## config.mk

```make
export PLATFORM = sky130hd
export DESIGN_NAME = holiday_date_classifier_flat
export DESIGN_NICKNAME = d
export VERILOG_FILES = /design/src/design/hdc_pkg.sv /design/src/design/hdc_if.sv /design/src/design/holiday_date_classifier.sv /design/src/flat_wrapper.sv
export SDC_FILE = /design/constraint.sdc
export NUM_CORES = 1
export LEC_CHECK = 0
export ABC_CLOCK_PERIOD_IN_PS = 5270
export BUFFER_PORTS_ARGS = -buffer_cell sky130_fd_sc_hd__buf_2
export CELL_PAD_IN_SITES_DETAIL_PLACEMENT = 0
export CELL_PAD_IN_SITES_GLOBAL_PLACEMENT = 1
export CORE_ASPECT_RATIO = 0.8
export CORE_MARGIN = 3
export CORE_UTILIZATION = 48
export DETAILED_ROUTE_END_ITERATION = 10
export GPL_TIMING_DRIVEN = 0
export HOLD_SLACK_MARGIN = 0.12
export PLACE_DENSITY = 0.77
export SETUP_SLACK_MARGIN = 0.05
export SLEW_MARGIN = 10
export SYNTH_ARGS = -nofsm -noshare
export SYNTH_HDL_FRONTEND = slang
export SYNTH_SLANG_ARGS = --single-unit
```

## constraint.sdc

```tcl
create_clock -name clk -period 5.27 [get_ports clk]
set_clock_uncertainty 0.15 [all_clocks]
set_input_delay 0.527 -clock clk [delete_from_list [all_inputs] [get_ports clk]]
set_output_delay 0.527 -clock clk [all_outputs]
set_load 0.05 [all_outputs]
```

## src/design/hdc_pkg.sv

```systemverilog
`default_nettype none

package hdc_pkg;

    // Field widths
    localparam int YEAR_W  = 14;
    localparam int MONTH_W = 4;
    localparam int DAY_W   = 5;
    localparam int CODE_W  = 5;
    localparam int DOY_W   = 9;

    // Configuration port
    localparam int PADDR_W = 3;
    localparam int PDATA_W = 32;
    localparam logic REG_IDX_HOLIDAY_YEAR = 1'b0;
    localparam logic [YEAR_W-1:0] HOLIDAY_YEAR_RESET = 14'd2000;

    // Pipeline depth from query acceptance to result register
    localparam int PIPE_DEPTH = 12;

    typedef logic [CODE_W-1:0] code_t;

    // Holiday codes in listing order
    localparam code_t CODE_NEW_YEAR        = 5'd0;
    localparam code_t CODE_EPIPHANY        = 5'd1;
    localparam code_t CODE_GOOD_FRIDAY     = 5'd2;
    localparam code_t CODE_EASTER_SUNDAY   = 5'd3;
    localparam code_t CODE_EASTER_MONDAY   = 5'd4;
    localparam code_t CODE_LABOUR_DAY      = 5'd5;
    localparam code_t CODE_ASCENSION       = 5'd6;
    localparam code_t CODE_PENTECOST_SUN   = 5'd7;
    localparam code_t CODE_PENTECOST_MON   = 5'd8;
    localparam code_t CODE_CORPUS_CHRISTI  = 5'd9;
    localparam code_t CODE_ASSUMPTION      = 5'd10;
    localparam code_t CODE_NATIONAL_DAY    = 5'd11;
    localparam code_t CODE_ALL_SAINTS      = 5'd12;
    localparam code_t CODE_FIRST_ADVENT    = 5'd13;
    localparam code_t CODE_IMMACULATE      = 5'd14;
    localparam code_t CODE_CHRISTMAS       = 5'd15;
    localparam code_t CODE_BOXING_DAY      = 5'd16;
    localparam code_t CODE_NEW_YEARS_EVE   = 5'd17;
    localparam code_t CODE_NONE            = 5'd18;

    localparam logic [MONTH_W-1:0] MONTH_JAN = 4'd1;
    localparam logic [MONTH_W-1:0] MONTH_FEB = 4'd2;
    localparam logic [MONTH_W-1:0] MONTH_DEC = 4'd12;

    // Reciprocals for division by constants; each is exact over its input range
    localparam logic [14:0] RECIP_19  = 15'd27595;  // shift 19, y up to 16383
    localparam logic [12:0] RECIP_100 = 13'd5243;   // shift 19, y up to 16383
    localparam logic [15:0] RECIP_7W  = 16'd37450;  // shift 18, sum up to 20507
    localparam logic [10:0] RECIP_30  = 11'd1093;   // shift 15, up to 1023
    localparam logic [7:0]  RECIP_7L  = 8'd147;     // shift 10, up to 127

    // Day of year of Nov 27 in a common year, and Easter offset (s - 33)
    localparam logic [DOY_W-1:0] ADVENT_BASE = 9'd331;
    localparam logic [DOY_W-1:0] EASTER_BASE = 9'd81;
    localparam logic [9:0]       COMPUTUS_M_LIMIT = 10'd451;

    // Everything that travels down the pipeline
    typedef struct packed {
        logic                year_eq;
        logic                date_ok;
        logic                leap;
        logic                m;
        logic [MONTH_W-1:0]  qm;
        logic [DAY_W-1:0]    qd;
        logic [YEAR_W-1:0]   y;
        logic [9:0]          q19;
        logic [7:0]          b;
        logic [4:0]          a;
        logic [6:0]          c;
        logic [14:0]         wsum;
        logic [2:0]          f;
        logic [5:0]          g;
        logic [11:0]         w7q;
        logic [2:0]          wmod;
        logic [9:0]          hsum;
        logic [5:0]          hq;
        logic [4:0]          h;
        logic [6:0]          lsum;
        logic [3:0]          lq;
        logic [2:0]          l;
        logic [DOY_W-1:0]    qdoy;
        logic [DOY_W-1:0]    adv;
        logic [DOY_W-1:0]    es;
        code_t               code;
    } pipe_t;

    // Days before the first of the month in a common year
    function automatic logic [DOY_W-1:0] month_start(input logic [MONTH_W-1:0] mon);
        logic [DOY_W-1:0] r;
        unique case (mon)
            4'd1:    r = 9'd0;
            4'd2:    r = 9'd31;
            4'd3:    r = 9'd59;
            4'd4:    r = 9'd90;
            4'd5:    r = 9'd120;
            4'd6:    r = 9'd151;
            4'd7:    r = 9'd181;
            4'd8:    r = 9'd212;
            4'd9:    r = 9'd243;
            4'd10:   r = 9'd273;
            4'd11:   r = 9'd304;
            4'd12:   r = 9'd334;
            default: r = 9'd0;
        endcase
        return r;
    endfunction

    // Length of the month in a common year
    function automatic logic [DAY_W-1:0] month_len(input logic [MONTH_W-1:0] mon);
        logic [DAY_W-1:0] r;
        unique case (mon)
            4'd2:                       r = 5'd28;
            4'd4, 4'd6, 4'd9, 4'd11:    r = 5'd30;
            default:                    r = 5'd31;
        endcase
        return r;
    endfunction

    function automatic logic on_date(
        input logic [MONTH_W-1:0] qm,
        input logic [DAY_W-1:0]   qd,
        input logic [MONTH_W-1:0] mon,
        input logic [DAY_W-1:0]   day
    );
        return (qm == mon) && (qd == day);
    endfunction

endpackage

`default_nettype wire

```

## src/design/hdc_if.sv

```systemverilog
`default_nettype none

// Query channel: one date per word
interface hdc_query_if;
    logic                          valid;
    logic                          ready;
    logic [hdc_pkg::YEAR_W-1:0]    query_year;
    logic [hdc_pkg::MONTH_W-1:0]   query_month;
    logic [hdc_pkg::DAY_W-1:0]     query_day;

    modport source (output valid, output query_year, output query_month,
                    output query_day, input ready);
    modport sink   (input valid, input query_year, input query_month,
                    input query_day, output ready);
endinterface

// Result channel: one classification per word
interface hdc_result_if;
    logic                          valid;
    logic                          ready;
    logic                          is_holiday;
    logic [hdc_pkg::CODE_W-1:0]    holiday_code;

    modport source (output valid, output is_holiday, output holiday_code, input ready);
    modport sink   (input valid, input is_holiday, input holiday_code, output ready);
endinterface

`default_nettype wire

```

## src/design/holiday_date_classifier.sv

```systemverilog
`default_nettype none
// Path: an accepted query enters stage 0 and moves on through stages 1 to 11;
// result valid is the valid bit of stage 11.
// Throughput: one query per cycle unless result back-pressure stalls; each of the
// twelve stages is at most one constant-reciprocal multiply deep.
// Stages advance independently, so bubbles collapse under result back-pressure.
// Reset: clears all stage valid bits and sets holiday_year to 2000; data is not reset.

module holiday_date_classifier (
    input  wire logic                         clk,
    input  wire logic                         rst_n,
    hdc_query_if.sink                         query,
    hdc_result_if.source                      result,
    input  wire logic                         psel,
    input  wire logic                         penable,
    input  wire logic                         pwrite,
    input  wire logic [hdc_pkg::PADDR_W-1:0]  paddr,
    input  wire logic [hdc_pkg::PDATA_W-1:0]  pwdata,
    output logic      [hdc_pkg::PDATA_W-1:0]  prdata,
    output logic                              pready
);

    localparam int NSTG = hdc_pkg::PIPE_DEPTH;

    logic [hdc_pkg::YEAR_W-1:0] holiday_year_reg;
    logic [hdc_pkg::YEAR_W-1:0] holiday_year_next;
    logic                       cfg_write;

    hdc_pkg::pipe_t             stg_reg  [NSTG];
    hdc_pkg::pipe_t             stg_next [NSTG];
    logic [NSTG-1:0]            stg_valid_reg;
    logic [NSTG-1:0]            stg_valid_next;
    logic [NSTG:0]              stg_ready;

    // Configuration register write and read back
    assign pready    = 1'b1;
    assign cfg_write = psel && penable && pwrite && pready
                       && (paddr[2] == hdc_pkg::REG_IDX_HOLIDAY_YEAR);
    assign holiday_year_next = cfg_write ? pwdata[hdc_pkg::YEAR_W-1:0] : holiday_year_reg;
    assign prdata = (paddr[2] == hdc_pkg::REG_IDX_HOLIDAY_YEAR)
                    ? hdc_pkg::PDATA_W'(holiday_year_reg) : '0;

    always_ff @(posedge clk or negedge rst_n)
    begin
        if (!rst_n)
        begin
            holiday_year_reg <= hdc_pkg::HOLIDAY_YEAR_RESET;
        end
        else
        begin
            holiday_year_reg <= holiday_year_next;
        end
    end

    // Stage handshake: a stage loads when empty or when its word moves on
    assign stg_ready[NSTG] = result.ready;

    genvar gk;
    generate
        for (gk = 0; gk < NSTG; gk++)
        begin : g_ready
            assign stg_ready[gk] = !stg_valid_reg[gk] || stg_ready[gk+1];
        end
    endgenerate

    assign query.ready = stg_ready[0];

    always_comb
    begin
        stg_valid_next[0] = stg_ready[0] ? query.valid : stg_valid_reg[0];
        for (int k = 1; k < NSTG; k++)
        begin
            stg_valid_next[k] = stg_ready[k] ? stg_valid_reg[k-1] : stg_valid_reg[k];
        end
    end

    always_ff @(posedge clk or negedge rst_n)
    begin
        if (!rst_n)
        begin
            stg_valid_reg <= '0;
        end
        else
        begin
            stg_valid_reg <= stg_valid_next;
        end
    end

    always_ff @(posedge clk)
    begin
        for (int k = 0; k < NSTG; k++)
        begin
            if (stg_ready[k])
            begin
                stg_reg[k] <= stg_next[k];
            end
        end
    end

    // Stage datapath
    always_comb
    begin : stage_logic
        logic [28:0]  prod19;
        logic [26:0]  prod100;
        logic [13:0]  a_full;
        logic [13:0]  c_full;
        logic [7:0]   fnum;
        logic [13:0]  fprod;
        logic [7:0]   gnum;
        logic [15:0]  gprod;
        logic [30:0]  wprod;
        logic [4:0]   lim;
        logic [14:0]  wrem;
        logic [20:0]  hprod;
        logic [9:0]   hrem;
        logic [14:0]  lprod;
        logic [6:0]   lrem;
        logic [9:0]   mx;
        hdc_pkg::pipe_t s;
        hdc_pkg::code_t code;

        // Stage 0: capture query and year, take y/19 and y/100
        stg_next[0]         = '0;
        stg_next[0].y       = holiday_year_reg;
        stg_next[0].qm      = query.query_month;
        stg_next[0].qd      = query.query_day;
        stg_next[0].year_eq = (query.query_year == holiday_year_reg);
        prod19  = 29'(holiday_year_reg) * 29'(hdc_pkg::RECIP_19);
        prod100 = 27'(holiday_year_reg) * 27'(hdc_pkg::RECIP_100);
        stg_next[0].q19 = prod19[28:19];
        stg_next[0].b   = prod100[26:19];

        // Stage 1: remainders, leap year, weekday sum, f = (b+8)/25
        s = stg_reg[0];
        a_full = s.y - 14'(s.q19) * 14'd19;
        c_full = s.y - 14'(s.b) * 14'd100;
        s.a    = a_full[4:0];
        s.c    = c_full[6:0];
        s.leap = (s.y[1:0] == 2'd0) && ((c_full[6:0] != 7'd0) || (s.b[1:0] == 2'd0));
        s.wsum = 15'(s.y) + 15'(s.y >> 2) - 15'(s.b) + 15'(s.b >> 2) + 15'd29;
        fnum   = s.b + 8'd8;
        fprod  = 14'(fnum) * 14'd41;
        s.f    = fprod[12:10];
        stg_next[1] = s;

        // Stage 2: g = (b-f+1)/3, weekday quotient, date check and query day of year
        s = stg_reg[1];
        gnum   = s.b - 8'(s.f) + 8'd1;
        gprod  = 16'(gnum) * 16'd171;
        s.g    = gprod[14:9];
        wprod  = 31'(s.wsum) * 31'(hdc_pkg::RECIP_7W);
        s.w7q  = wprod[29:18];
        lim    = hdc_pkg::month_len(s.qm) + 5'((s.qm == hdc_pkg::MONTH_FEB) && s.leap);
        s.date_ok = (s.qm >= hdc_pkg::MONTH_JAN) && (s.qm <= hdc_pkg::MONTH_DEC)
                    && (s.qd != 5'd0) && (s.qd <= lim);
        s.qdoy = hdc_pkg::month_start(s.qm) + 9'(s.qd)
                 + 9'((s.qm > hdc_pkg::MONTH_FEB) && s.leap);
        stg_next[2] = s;

        // Stage 3: weekday of Nov 27, epact sum before mod 30
        s = stg_reg[2];
        wrem   = s.wsum - 15'(s.w7q) * 15'd7;
        s.wmod = wrem[2:0];
        s.hsum = 10'(s.a) * 10'd19 + 10'(s.b) - 10'(s.b >> 2) - 10'(s.g) + 10'd15;
        stg_next[3] = s;

        // Stage 4: quotient by 30, First Advent day of year
        s = stg_reg[3];
        hprod = 21'(s.hsum) * 21'(hdc_pkg::RECIP_30);
        s.hq  = hprod[20:15];
        s.adv = hdc_pkg::ADVENT_BASE + 9'(s.leap)
                + ((s.wmod == 3'd0) ? 9'd0 : (9'd7 - 9'(s.wmod)));
        stg_next[4] = s;

        // Stage 5: h = hsum mod 30
        s = stg_reg[4];
        hrem = s.hsum - 10'(s.hq) * 10'd30;
        s.h  = hrem[4:0];
        stg_next[5] = s;

        // Stage 6: weekday correction sum before mod 7
        s = stg_reg[5];
        s.lsum = 7'd32 + 7'(s.b[1:0]) * 7'd2 + 7'(s.c[6:2]) * 7'd2
                 - 7'(s.h) - 7'(s.c[1:0]);
        stg_next[6] = s;

        // Stage 7: quotient by 7
        s = stg_reg[6];
        lprod = 15'(s.lsum) * 15'(hdc_pkg::RECIP_7L);
        s.lq  = lprod[13:10];
        stg_next[7] = s;

        // Stage 8: l = lsum mod 7
        s = stg_reg[7];
        lrem = s.lsum - 7'(s.lq) * 7'd7;
        s.l  = lrem[2:0];
        stg_next[8] = s;

        // Stage 9: late-April correction flag
        s = stg_reg[8];
        mx  = 10'(s.a) + 10'(s.h) * 10'd11 + 10'(s.l) * 10'd22;
        s.m = (mx >= hdc_pkg::COMPUTUS_M_LIMIT);
        stg_next[9] = s;

        // Stage 10: Easter Sunday day of year
        s = stg_reg[9];
        s.es = 9'(s.h) + 9'(s.l) + hdc_pkg::EASTER_BASE + 9'(s.leap)
               - (s.m ? 9'd7 : 9'd0);
        stg_next[10] = s;

        // Stage 11: match against the holiday list, later entries win
        s = stg_reg[10];
        code = hdc_pkg::CODE_NONE;
        if (s.year_eq && s.date_ok)
        begin
            if (hdc_pkg::on_date(s.qm, s.qd, 4'd1, 5'd1))
                code = hdc_pkg::CODE_NEW_YEAR;
            if (hdc_pkg::on_date(s.qm, s.qd, 4'd1, 5'd6))
                code = hdc_pkg::CODE_EPIPHANY;
            if (s.qdoy == s.es - 9'd2)
                code = hdc_pkg::CODE_GOOD_FRIDAY;
            if (s.qdoy == s.es)
                code = hdc_pkg::CODE_EASTER_SUNDAY;
            if (s.qdoy == s.es + 9'd1)
                code = hdc_pkg::CODE_EASTER_MONDAY;
            if (hdc_pkg::on_date(s.qm, s.qd, 4'd5, 5'd1))
                code = hdc_pkg::CODE_LABOUR_DAY;
            if (s.qdoy == s.es + 9'd39)
                code = hdc_pkg::CODE_ASCENSION;
            if (s.qdoy == s.es + 9'd49)
                code = hdc_pkg::CODE_PENTECOST_SUN;
            if (s.qdoy == s.es + 9'd50)
                code = hdc_pkg::CODE_PENTECOST_MON;
            if (s.qdoy == s.es + 9'd60)
                code = hdc_pkg::CODE_CORPUS_CHRISTI;
            if (hdc_pkg::on_date(s.qm, s.qd, 4'd8, 5'd15))
                code = hdc_pkg::CODE_ASSUMPTION;
            if (hdc_pkg::on_date(s.qm, s.qd, 4'd10, 5'd26))
                code = hdc_pkg::CODE_NATIONAL_DAY;
            if (hdc_pkg::on_date(s.qm, s.qd, 4'd11, 5'd1))
                code = hdc_pkg::CODE_ALL_SAINTS;
            if (s.qdoy == s.adv)
                code = hdc_pkg::CODE_FIRST_ADVENT;
            if (hdc_pkg::on_date(s.qm, s.qd, 4'd12, 5'd8))
                code = hdc_pkg::CODE_IMMACULATE;
            if (hdc_pkg::on_date(s.qm, s.qd, 4'd12, 5'd25))
                code = hdc_pkg::CODE_CHRISTMAS;
            if (hdc_pkg::on_date(s.qm, s.qd, 4'd12, 5'd26))
                code = hdc_pkg::CODE_BOXING_DAY;
            if (hdc_pkg::on_date(s.qm, s.qd, 4'd12, 5'd31))
                code = hdc_pkg::CODE_NEW_YEARS_EVE;
        end
        s.code = code;
        stg_next[11] = s;
    end

    // Result word from the last stage
    assign result.valid        = stg_valid_reg[NSTG-1];
    assign result.holiday_code = stg_reg[NSTG-1].code;
    assign result.is_holiday   = (stg_reg[NSTG-1].code != hdc_pkg::CODE_NONE);

`ifndef SYNTHESIS
    // Remainders by 30 and 7 stay in range
    assert property (@(posedge clk) disable iff (!rst_n)
        stg_valid_reg[8] |-> (stg_reg[8].h < 5'd30) && (stg_reg[8].l < 3'd7))
    else $error("computus remainder out of range");

    // First Advent lands between Nov 27 and Dec 3
    assert property (@(posedge clk) disable iff (!rst_n)
        stg_valid_reg[4] |-> (stg_reg[4].adv >= hdc_pkg::ADVENT_BASE)
                             && (stg_reg[4].adv <= hdc_pkg::ADVENT_BASE + 9'd7))
    else $error("advent day of year out of range");

    // Easter Sunday lands between Mar 22 and Apr 25
    assert property (@(posedge clk) disable iff (!rst_n)
        stg_valid_reg[10] |-> (stg_reg[10].es >= 9'd81) && (stg_reg[10].es <= 9'd116))
    else $error("easter day of year out of range");

    // A holiday needs a matching year and a real date
    assert property (@(posedge clk) disable iff (!rst_n)
        result.valid && result.is_holiday |->
            stg_reg[NSTG-1].year_eq && stg_reg[NSTG-1].date_ok
            && (result.holiday_code < hdc_pkg::CODE_NONE))
    else $error("holiday reported for a rejected query");
`endif

endmodule

`default_nettype wire

```

## src/flat_wrapper.sv

```systemverilog
// flat-port wrapper written by rule: the top's interface ports become plain ports
module holiday_date_classifier_flat 
  (clk, rst_n, psel, penable, pwrite, paddr, pwdata, prdata, pready, query_valid, query_query_year, query_query_month, query_query_day, query_ready, result_valid, result_is_holiday, result_holiday_code, result_ready);
  hdc_query_if query_i ();
  hdc_result_if result_i ();
  input  wire logic clk;
  input  wire logic rst_n;
  input  wire logic psel;
  input  wire logic penable;
  input  wire logic pwrite;
  input  wire logic [hdc_pkg::PADDR_W-1:0] paddr;
  input  wire logic [hdc_pkg::PDATA_W-1:0] pwdata;
  output logic      [hdc_pkg::PDATA_W-1:0] prdata;
  output logic pready;
  input wire logic [$bits(query_i.valid)-1:0] query_valid;
  input wire logic [$bits(query_i.query_year)-1:0] query_query_year;
  input wire logic [$bits(query_i.query_month)-1:0] query_query_month;
  input wire logic [$bits(query_i.query_day)-1:0] query_query_day;
  output wire logic [$bits(query_i.ready)-1:0] query_ready;
  output wire logic [$bits(result_i.valid)-1:0] result_valid;
  output wire logic [$bits(result_i.is_holiday)-1:0] result_is_holiday;
  output wire logic [$bits(result_i.holiday_code)-1:0] result_holiday_code;
  input wire logic [$bits(result_i.ready)-1:0] result_ready;
  assign query_i.valid = query_valid;
  assign query_i.query_year = query_query_year;
  assign query_i.query_month = query_query_month;
  assign query_i.query_day = query_query_day;
  assign query_ready = query_i.ready;
  assign result_valid = result_i.valid;
  assign result_is_holiday = result_i.is_holiday;
  assign result_holiday_code = result_i.holiday_code;
  assign result_i.ready = result_ready;
  holiday_date_classifier u_core (.clk(clk), .rst_n(rst_n), .query(query_i), .result(result_i), .psel(psel), .penable(penable), .pwrite(pwrite), .paddr(paddr), .pwdata(pwdata), .prdata(prdata), .pready(pready));
endmodule
```

## Word level (Yosys, flattened, before mapping)

Memory sizes are Yosys's and may differ from the RTL's.
Index checks and enable logic that the tools add are counted.

| storage, ports and cells | value |
|---|---|
| flip-flop bits (word level) | 26 |
| bits in writable memories | 1956 |
| bits in read-only memories | 144 |
| logic and storage cells | 200 |
| memories kept | 2 |

| cells by class | value |
|---|---|
| add/sub/neg operators | 38 |
| multiply operators | 15 |
| magnitude comparators | 5 |
| eq/ne operators | 28 |
| muxes and demuxes | 47 |
| bitwise gates (word level) | 1 |
| reductions and logical operators | 51 |

Memory list:

| name | words | width | read ports | clocked after Yosys merged registers in | wr ports | RTL line | RTL |
|---|---|---|---|---|---|---|---|
| u_core.stg_reg | 12 | 163 | 12 | 0 | 12 | holiday_date_classifier.sv:29 | `hdc_pkg::pipe_t stg_reg [NSTG];` |
| (name not given) | 16 | 9 | 1 | 0 | 0 | hdc_pkg.sv:93 | `unique case (mon)` |

Operators with widths:

| kind | count |
|---|---|
| two-way mux 5 bit | 19 |
| == test 9 bit | 8 |
| adder 9 x 6 -> 9 bit, second input constant | 4 |
| multiplier 14 x 15 -> 29 bit, second input constant | 1 |
| multiplier 15 x 15 -> 29 bit, second input constant | 1 |
| multiplier 14 x 13 -> 27 bit, second input constant | 1 |
| == test 4 bit, second input constant | 6 |
| two-way mux 1 bit | 24 |
| multiplier 10 x 11 -> 21 bit, second input constant | 1 |
| adder 10 x 8 -> 10 bit | 2 |
| logical AND 1 bit | 20 |
| subtractor 10 x 6 -> 10 bit | 2 |
| adder 9 x 1 -> 9 bit | 2 |
| adder 14 x 12 -> 15 bit | 1 |
| adder 15 x 5 -> 15 bit, second input constant | 1 |
| adder 15 x 6 -> 15 bit | 1 |
| == test 5 bit, second input constant | 3 |
| multiplier 8 x 8 -> 15 bit, second input constant | 1 |
| subtractor 15 x 8 -> 15 bit | 1 |
| == test 14 bit | 1 |
| multiplier 7 x 8 -> 14 bit, second input constant | 1 |
| two-way mux 14 bit | 1 |
| logical OR 1 bit | 13 |
| multiplier 8 x 6 -> 13 bit, second input constant | 1 |
| 52 further kinds | 69 |

## Depth between registers and ports, before layout

An unclocked memory read counts as a cell.

| logic depth | value |
|---|---|
| depth after elaboration | 22 |
| mapped depth | 23 |
| mapped depth without buffers | 23 |

## Worst setup path before layout

No wires, ideal clock.

| timing path | value |
|---|---|
| kind | reg-to-reg |
| start | register u_core.stg_valid_reg[11] |
| end | memory u_core.stg_reg[0][118] in the netlist's numbering, enable pin |
| library setup time | 866 ps |
| arrival time | 5452 ps |
| slack | -1198 ps |
| cell stages (with the launch flop) | 8 |
| buffers on the path | 0 |
| clock period less this slack | 6468 ps |
| path through | dfrtp_1 > nor2b_1 > nand2_1 > nor2_1 > and2_1 > nand3_1 > nor2_1 > nand4_1 |

RTL lines:

| what | RTL line | RTL |
|---|---|---|
| from (decl) | holiday_date_classifier.sv:31 | `logic [NSTG-1:0] stg_valid_reg;` |
| from (signal assigned) | holiday_date_classifier.sv:85 | `stg_valid_reg <= stg_valid_next;` |
| to (decl) | holiday_date_classifier.sv:29 |  |

==> results.py <==
metrics = {
    "floorplanning": {
        "floorplan.initialDensity": 0.488,
        "row_count": 87,
        "floorplan.core_area_um2": 71000,
        "dieArea_um2": 75500,
        "ios": 106,
        "die_height_um": 246,
        "fp.dieW_um": 306,
    },
    "worst_setup_path": {
        "cp_max_fo": 7,
        "cp_data_required_time_ps": 5430,
        "end_kind": "flop",
        "crit_path_cell_trace": "buf_12, inv_8, fa_2, fa_1, inv_2, fa_1, fa_1, fa_1, inv_1, fa_2, inv_1, ha_2, or4_4, a21oi_2, o21ai_2, a32oi_4, a21oi_2, o31ai_2, nand2b_1, xnor2_1",
        "path_class": "flop to flop",
        "critical-path-max-stage-delay_ps": 700,
        "critPathSlowestCell": "sky130_fd_sc_hd__dfstp_4",
        "crit_arrival_ps": 5710,
        "crit_top_cell": "sky130_fd_sc_hd__fa_1",
        "critical_path_buf_inv_count": 5,
        "start_kind": "flop",
        "crit_family": "adder cells",
    },
    "logic_synthesis": {
        "yosys.area.top_type_share": 0.414,
        "synth_warnings": 0,
        "synth_top_cells_by_count": "sky130_fd_sc_hd__inv_1, sky130_fd_sc_hd__ha_1, sky130_fd_sc_hd__edfxtp_1",
        "synth_fa_ha_area_frac": 0.348,
        "syn_inst": 2702,
        "synth-main-ff-cell": "sky130_fd_sc_hd__edfxtp_1",
        "yosysTopAreaCell": "sky130_fd_sc_hd__edfxtp_1",
        "synthesis.area_um2": 34700,
        "yosysMostFrequentCell": "sky130_fd_sc_hd__inv_1",
        "synth-compound-area-share": 0.0499,
        "synth.lib_cells_used.distinct": 80,
        "synth.yosys.seq_area_share": 0.433,
        "synth_mux_area_frac": 0.00606,
        "ys_ff_latch": 504,
        "xor_and_xnor_area_share_after_synthesis": 0.0487,
        "synth_edf_count": 478,
        "synth.avg_cell_area_um2": 12.8,
        "async_reset_ff_frac": 0.0516,
        "netlist_top_cells_area": "sky130_fd_sc_hd__edfxtp_1, sky130_fd_sc_hd__ha_1, sky130_fd_sc_hd__fa_1, sky130_fd_sc_hd__inv_1, sky130_fd_sc_hd__xnor2_1",
        "post_synth_and_or_nand_nor_area_fraction": 0.0433,
        "main_combinational_cell_family_by_area_after_synthesis": "adder cells",
    },
    "timing": {
        "count_of_endpoints_failing_hold_in_the_final_timing_report": 0,
        "period_minus_slack_ps": 5540,
        "timing_worst_slew_pin_value_ps": 1050,
        "max_clock_freq_ghz": 0.180,
        "final_critical_path_setup_slack_ps": -274,
        "report.final.setup_viol": 7,
        "timing.final.crit_share": 1.05,
        "rsz0062_at_grt": "true",
        "timing_max_transition_violations_final": 0,
        "slew_headroom": 0.284,
    },
    "finish": {
        "post_route_cells_drive_above_1_share": 0.141,
        "antenna_cells": 0,
        "multi_input_area_um2": 17800,
        "area_overhead_of_the_layout_relative_to_synthesis_pct": 14.8,
        "nets": 3830,
        "seq_area_um2": 15100,
        "layout_filler_cell_count": 5749,
        "max_reg_flops": 478,
    },
    "placed_design": {
        "place_congestion": 0.867,
        "pre_cts_ws_ps": -977,
        "place_hpwl_um": 47800,
        "port_buffers": 66,
    },
    "drt": {
        "drt-total-wl_um": 63600,
        "vias": 19600,
        "drc": 0,
        "vias_per_cell": 5.00,
        "drt_pass1_iterations": 5,
        "postRouteAntennaNets": 0,
        "wl_per_cell_um": 16.2,
        "detailedRoute.firstIterationViolations": 805,
    },
    "grt": {
        "grt_start_max_net_pins": 52,
        "globalRouteOverflowTotal": 0,
        "grt_pass1_vias": 20800,
        "grt_usage": 0.173,
        "antenna_violations_before_repair": 2,
        "grt_pass1_wl_um": 105000,
    },
    "job": {
        "max_cap_viol_count": 0,
    },
    "outcome": {
        "outcome": "finished, violations left",
        "violations": "setup timing",
    },
    "clock_network": {
        "clkSlewWorstSetupHoldPaths_ps": 60,
        "clock_path_buffers": 3,
        "cts_tree": "yes",
        "htree_num_levels": 2,
        "clk_latency_ps": 580,
        "root_buffer": "sky130_fd_sc_hd__clkbuf_16",
        "cts-buffers-inserted": 50,
        "clock_sinks": 504,
    },
    "worst_hold_path": {
        "worst_hold_path_type": "primary input to flop",
    },
}
==> layer usage <==
layer / track usage / part of all wire
met2: 0.293 / 0.49
met4: 0.0423 / 0.020
met5: 0 / 0
met3: 0.0270 / 0.039
met1: 0.236 / 0.46
==> cell type report <==
type	instances	area share
Clock inverter	30	0.0116
Sequential cell	504	0.378
Clock buffer	62	0.0336
Buffer	42	0.00607
Multi-Input combinational cell	1583	0.449
Inverter	591	0.0564
Tap cell	934	0.0294
Timing Repair Buffer	181	0.0359
==> kinds of logic after synthesis <==
kind of cell,Yosys count
other cells,2
mux,18
buf+inv,633
fa+ha+maj,812
flops,504
xor+xnor,191
compound gates,252
simple gates,290
==> metrics by stage <==
step	setup TNS, ps	instance area, um2	utilization	hold WS (ps)	std cells
floorplan	-66.2	34800	-	81.4	2719
global route	-2350	39800	0.561	194	3927
finish	-1040	39800	0.561	206	3927
detailed placement	-9000	36500	0.514	255	3729
CTS	-1220	39300	0.554	226	3900
global placement	-90810	36300	0.511	250	3719
==> worst paths after layout <==
check,from,to,slack [ps],cells past startpoint
setup / recovery,u_core.holiday_year_reg[4],u_core.stg_reg[0][130],-270,20
hold / removal,result_ready,u_core.stg_valid_reg[9],210,4
setup reg to reg,u_core.holiday_year_reg[4],u_core.stg_reg[0][130],-270,20
hold reg to reg,u_core.stg_reg[1][186],u_core.stg_reg[1][349],240,0
max in group asynchronous,rst_n,u_core.holiday_year_reg[13],3980,2
min in group asynchronous,rst_n,u_core.stg_valid_reg[11],390,2
==> tightest hold or removal path, stage by stage <==
cell and delay, ps:
sky130_fd_sc_hd__buf_2 80, sky130_fd_sc_hd__nor2b_2 70, sky130_fd_sc_hd__nand3_2 150, sky130_fd_sc_hd__nand2b_1 70
==> cells in the final DEF (no fill, tap or decap), drive strengths merged, types with 51 or more instances in the layout <==
cell type	count
a21oi	69
buf	182
clkbuf	78
edfxtp	478
fa	253
ha	559
inv	594
nand2	51
nor2	70
xnor2	143
==> timing repair <==
action,4_1_cts,5_1_grt
hold buffers,25,0
resized for setup,79,57
setup endpoints to repair,18,22
pin swaps,46,66
setup buffers,54,27
endpoints found under the hold margin,44,0
cloned,0,1
Power is left out: the tool's default activity adds up to more than one toggle a clock period on the data nets, which glitch-free logic cannot reach.
